File: config.mk
export PLATFORM = sky130hd
export DESIGN_NAME = owl_cell
export DESIGN_NICKNAME = d
export VERILOG_FILES = /design/src/rtl/core/owl_pkg.sv /design/src/rtl/core/owl_cell.sv
export SDC_FILE = /design/constraint.sdc
export NUM_CORES = 1
export LEC_CHECK = 0
export ABC_AREA = 1
export BUFFER_PORTS_ARGS = -buffer_cell sky130_fd_sc_hd__buf_4
export CORE_UTILIZATION = 36
export DETAILED_ROUTE_END_ITERATION = 8
export PLACE_DENSITY = 0.79
export SLEW_MARGIN = 10
export SYNTH_ARGS = -nofsm -noshare
export SYNTH_HDL_FRONTEND = slang
export SYNTH_SLANG_ARGS = --single-unit
export TNS_END_PERCENT = 100
File: constraint.sdc
create_clock -name clk -period 2 [get_ports clk]
set_input_delay 0 -clock clk [delete_from_list [all_inputs] [get_ports clk]]
set_output_delay 0 -clock clk [all_outputs]
set_load 0.005 [all_outputs]
File: src/rtl/core/owl_pkg.sv
// Package for the ordered word list: request codes, field widths and the
// command struct broadcast from the control logic to the row of cells.
// No dependencies.
`timescale 1ns / 1ps

package owl_pkg;

  // Fixed field widths of the request and result channels.
  localparam int unsigned ACT_W = 3;
  localparam int unsigned IDX_W = 6;
  localparam int unsigned VAL_W = 32;
  localparam int unsigned LEN_W = 7;

  // Request codes.
  typedef enum logic [ACT_W-1:0] {
    ACT_PUSH    = 3'd0,
    ACT_POP     = 3'd1,
    ACT_REPLACE = 3'd2,
    ACT_INSERT  = 3'd3,
    ACT_DELETE  = 3'd4,
    ACT_READ    = 3'd5
  } action_t;

  // Command seen by every cell in the cycle a request is transferred.
  typedef struct packed {
    logic wr;   // Load the request word into the selected cell.
    logic ins;  // Cells above the selected position take their lower neighbor.
    logic del;  // The selected cell and those above take their upper neighbor.
    logic rd;   // The selected cell drives its word onto the read bus.
  } cell_cmd_t;

endpackage

File: src/rtl/core/owl_cell.sv
// One storage cell of the ordered word list. It holds a single entry and
// shifts with its neighbors on insert and delete.
// Depends on owl_pkg.
`timescale 1ns / 1ps

module owl_cell #(
  parameter int unsigned POS    = 0,
  parameter int unsigned SEL_W  = 7
) (
  input  logic                      clk,
  input  owl_pkg::cell_cmd_t        cmd,
  input  logic [SEL_W-1:0]          sel_pos,
  input  logic [owl_pkg::VAL_W-1:0] wr_value,
  input  logic [owl_pkg::VAL_W-1:0] lower_data,
  input  logic [owl_pkg::VAL_W-1:0] upper_data,
  output logic [owl_pkg::VAL_W-1:0] data,
  output logic [owl_pkg::VAL_W-1:0] rd_data
);
  import owl_pkg::*;

  localparam logic [SEL_W-1:0] MY_POS = SEL_W'(POS);

  logic [VAL_W-1:0] data_r;
  logic [VAL_W-1:0] data_nxt;
  logic             match;
  logic             above;

  assign match = (sel_pos == MY_POS);
  assign above = (MY_POS > sel_pos);

  // Shift up on insert, shift down on delete, otherwise load or hold.
  always_comb begin
    data_nxt = data_r;
    if (cmd.ins && above) begin
      data_nxt = lower_data;
    end else if (cmd.del && (above || match)) begin
      data_nxt = upper_data;
    end else if (cmd.wr && match) begin
      data_nxt = wr_value;
    end
  end

  // Entry contents need no reset; only entries below the count are read.
  always_ff @(posedge clk) begin
    data_r <= data_nxt;
  end

  assign data    = data_r;
  assign rd_data = (cmd.rd && match) ? data_r : '0;

endmodule

==> impl_summary.txt <==
----------------------------------------------------
[Route]
  Post-Route WL ... between 5000 and 6000 microns
  DRC violation total after the first TritonRoute iteration ... 56
  Detail-routed via count per cell ... between 4 and 5
  Detailed-router iteration count before antenna repair ... 5
  Post-detailed-route wirelength per cell ... between 10 and 15 microns
  Detailed route wirelength on metal2 ... approximately 3000 microns
  Top layer used by detailed routing ... met4
  Final antenna-violating net count ... 0
  Vias after detailed routing ... about 2100
  Routed length on met3 ... ~350 microns
  Routed metal-1 wire length ... approximately 2200 microns
  Drc violations ... 0

[Floorplanning]
  Boundary Pins ... roughly 170
  Total Die Area ... approximately 5200 sq um
  Width of the die ... between 70 and 80 microns
  Row count ... 25
  Initial cell density of the core ... 0.376
  Area of the placeable core ... between 4000 and 5000 sq um
  Die Height ... just over 70 microns

[CTS]
  Setup fix buffers added after clock tree synthesis ... 0
  H-tree Lvls ... 2
  Clock tree root driver cell ... sky130_fd_sc_hd__clkbuf_8
  Post-CTS clock slew at the launch and capture registers of the worst setup and hold paths ... around 0.06 ns
  CTS tree ... built
  CTS sink cnt ... 32
  Number of buffers created by CTS ... 5
  Clock buffer depth ... 2

[Global routing]
  Number of antenna violations at the first check in global routing ... 0
  Final global-route overflow total ... 0
  Via count of the first global-routing pass ... between 1500 and 2000
  Pin count of the biggest net entering global routing ... 35
  Total Routing Usage GR ... 0.216
  Wire length of the first global-routing pass ... ~8700 microns

[Placed design]
  Final weighted congestion in routability-driven placement ... between 0.8 and 0.9
  Detailed-placement wirelength estimate ... between 3000 and 4000 microns
  Number of port buffers ... between 100 and 150

[Pwr]
  Overall power consumption ... 1.42 mW
  Areal power density over the cells ... about 440 nW/um^2
  Peak supply drop ... 0.234 mV
  Cell leakage power ... around 1.7 nW

[STA]
  Post-layout minimum cycle time ... 1.48 ns
  Period utilisation layout ... 0.742
  Hold violation total from the final report ... 0
  Final setup violation count ... 0
  Fmax ... 674 MHz
  Count of final max-slew check failures ... 0
  Sum Neg Setup Slack ... 0 ns
  Unrepaired setup endpoints after global routing ... no
  Worst slew margin ... 0.578
  Worst Max-Slew Pin Slew ... 0.631 ns

[Worst setup path]
  Max stage delay on crit path ... around 0.40 ns
  Type of element launching the critical path ... input port
  Library cell contributing the largest single delay on the critical path ... sky130_fd_sc_hd__nand2_2
  Largest fanout on the critical path ... 32
  Crit path buf inv count ... 3
  Required time of the worst setup path ... approximately 2 ns
  Cell breakdown of the critical path ... buf_4 > nor2_1 > nand2_1 > nor2_4 > buf_4 > nand2_2 > nor2_1 > buf_4
  Crit path kind ... in2out
  Data arrival time of the critical path ... approximately 1.5 ns
  Crit. End Element ... output pin
  Most frequent cell on the critical path ... sky130_fd_sc_hd__buf_4
  Dominant delay contributor by cell family on the critical path ... simple AND/OR/NAND/NOR gates

[Synthesis]
  Mapped Avg Cell Area ... between 7 and 8 sq um
  Syn Nets ... ~330
  Adder-cell area share of the yosys netlist ... 0
  Share of the yosys chip area belonging to registers ... 0.541
  Share of synthesized cell area in and, or, nand and nor gates ... 0.325
  Number of warnings printed during yosys synthesis ... 0
  Most area-consuming cells after synthesis ... sky130_fd_sc_hd__edfxtp_1 (54%), sky130_fd_sc_hd__nand2_1 (14%), sky130_fd_sc_hd__nand3_1 (9.6%)
  Cell accounting for the most synthesized area ... sky130_fd_sc_hd__edfxtp_1
  Number of distinct library cells after synthesis ... 12
  Cell area after synthesis ... 1780 sq um
  Combinational family with the most area after synthesis ... simple AND/OR/NAND/NOR gates
  Instance count of the mapped netlist ... about 220
  Multiplexer share of the synthesized area ... 0
  Complex-gate fraction of the synthesized area ... 0.00423
  Synth top area share ... 0.541
  Flip-flop and latch count after synthesis ... 32
  XOR/XNOR share of the synthesized area ... 0

[Final layout]
  Count of filler cells inserted in the layout ... about 380
  Number of nets in the layout ... 500
  Proportion of layout cells with a drive suffix above 1 ... 0.384
  Flip-flop count of the largest register, all copies and words added ... 32
  Post-synthesis to final-layout area growth ... 82.0%
  Combined flip-flop and latch cell area ... roughly 960 sq um
  Number of antenna cells inserted ... 0
  Commonest non-fill, non-tap cells in the layout ... sky130_fd_sc_hd__buf_4 (144), sky130_fd_sc_hd__nand2_1 (68), sky130_fd_sc_hd__inv_1 (38), sky130_fd_sc_hd__nor2_1 (36), sky130_fd_sc_hd__nand3_1 (34)
  Most common cell after layout, fill and taps aside ... sky130_fd_sc_hd__buf_4
  Post-Route Utilization ... 0.685
  Multi-input logic area ... between 500 and 600 sq um

[Hold path]
  Hold Crit Endpoint ... data[19]$_DFFE_PP_
  Number of cells on the worst hold path ... 3
  Worst min-delay path class ... in2reg
  Start point of the worst hold path ... wr_value[19]

[Run]
  Max-capacitance violation count ... 0

[Outcome]
  Status ... finished, final reports clean

----------------------------------------------------
## synth_stat cells
master                      n
sky130_fd_sc_hd__edfxtp_1  32
sky130_fd_sc_hd__buf_2      4
sky130_fd_sc_hd__buf_6      3
sky130_fd_sc_hd__nor2_4     1
sky130_fd_sc_hd__nor2_1    36
sky130_fd_sc_hd__clkbuf_1   3
sky130_fd_sc_hd__buf_4      3
sky130_fd_sc_hd__nand2_2    1
sky130_fd_sc_hd__nand3_1   34
sky130_fd_sc_hd__inv_1     38
sky130_fd_sc_hd__nand2_1   68
sky130_fd_sc_hd__o21a_1     1
## cell type report
class / instances / area share
Timing Repair Buffer: 174 / 0.427
Sequential cell: 32 / 0.297
Multi-Input combinational cell: 141 / 0.181
Inverter: 38 / 0.0441
Tap cell: 67 / 0.0259
Clock buffer: 7 / 0.0236
Clock inverter: 1 / 0.00116
## metrics by stage
step                hold WS (ns)  cell area (sq um)  cells  setup WS [ns]
CTS                      0.00209               3230    460          0.554
finish                   0.00811               3230    460          0.515
global route            0.000777               3230    460          0.348
detailed placement         0.266               2850    422          0.555
global placement           0.263               2850    422          0.596
floorplan                  0.159               1780    224          0.309
## worst max-delay path by stage
stage | startpoint | end | slack, ns | cells after the start
detailed placement | sel_pos[5] | rd_data[6] | 0.56 | 8
global route | sel_pos[5] | rd_data[30] | 0.35 | 8
CTS | sel_pos[5] | rd_data[6] | 0.55 | 8
global placement | sel_pos[5] | rd_data[18] | 0.60 | 8
finish | sel_pos[5] | rd_data[26] | 0.52 | 8
floorplan | sel_pos[6] | data[0]$_DFFE_PP_ | 0.31 | 5
## timing repair
action	4_1_cts	5_1_grt
setup endpoints to repair	0	0
hold buffers	30	0
gates resized for setup	0	0
endpoints found under the hold margin	30	0
## metal layers
metal	GRT usage	vias to the layer above
li1	-	1024
met1	0.237	932
met2	0.408	90
met3	0.0389	6
met4	0.0828	0
met5	0	-
## cell families (layout without fill, tap and decap cells)
family	Yosys count	count (layout)
simple gates	140	140
buf+inv	51	220
flops	32	32
compound gates	1	1
## report_power, final
part / total (mW) / internal, mW / switching [mW]
combinational: 0.222 / 0.150 / 0.0711
clock: 0.458 / 0.242 / 0.216
sequential: 0.744 / 0.742 / 0.00183
total: 1.42 / 1.13 / 0.289
Power figures use the tool's default switching activity.
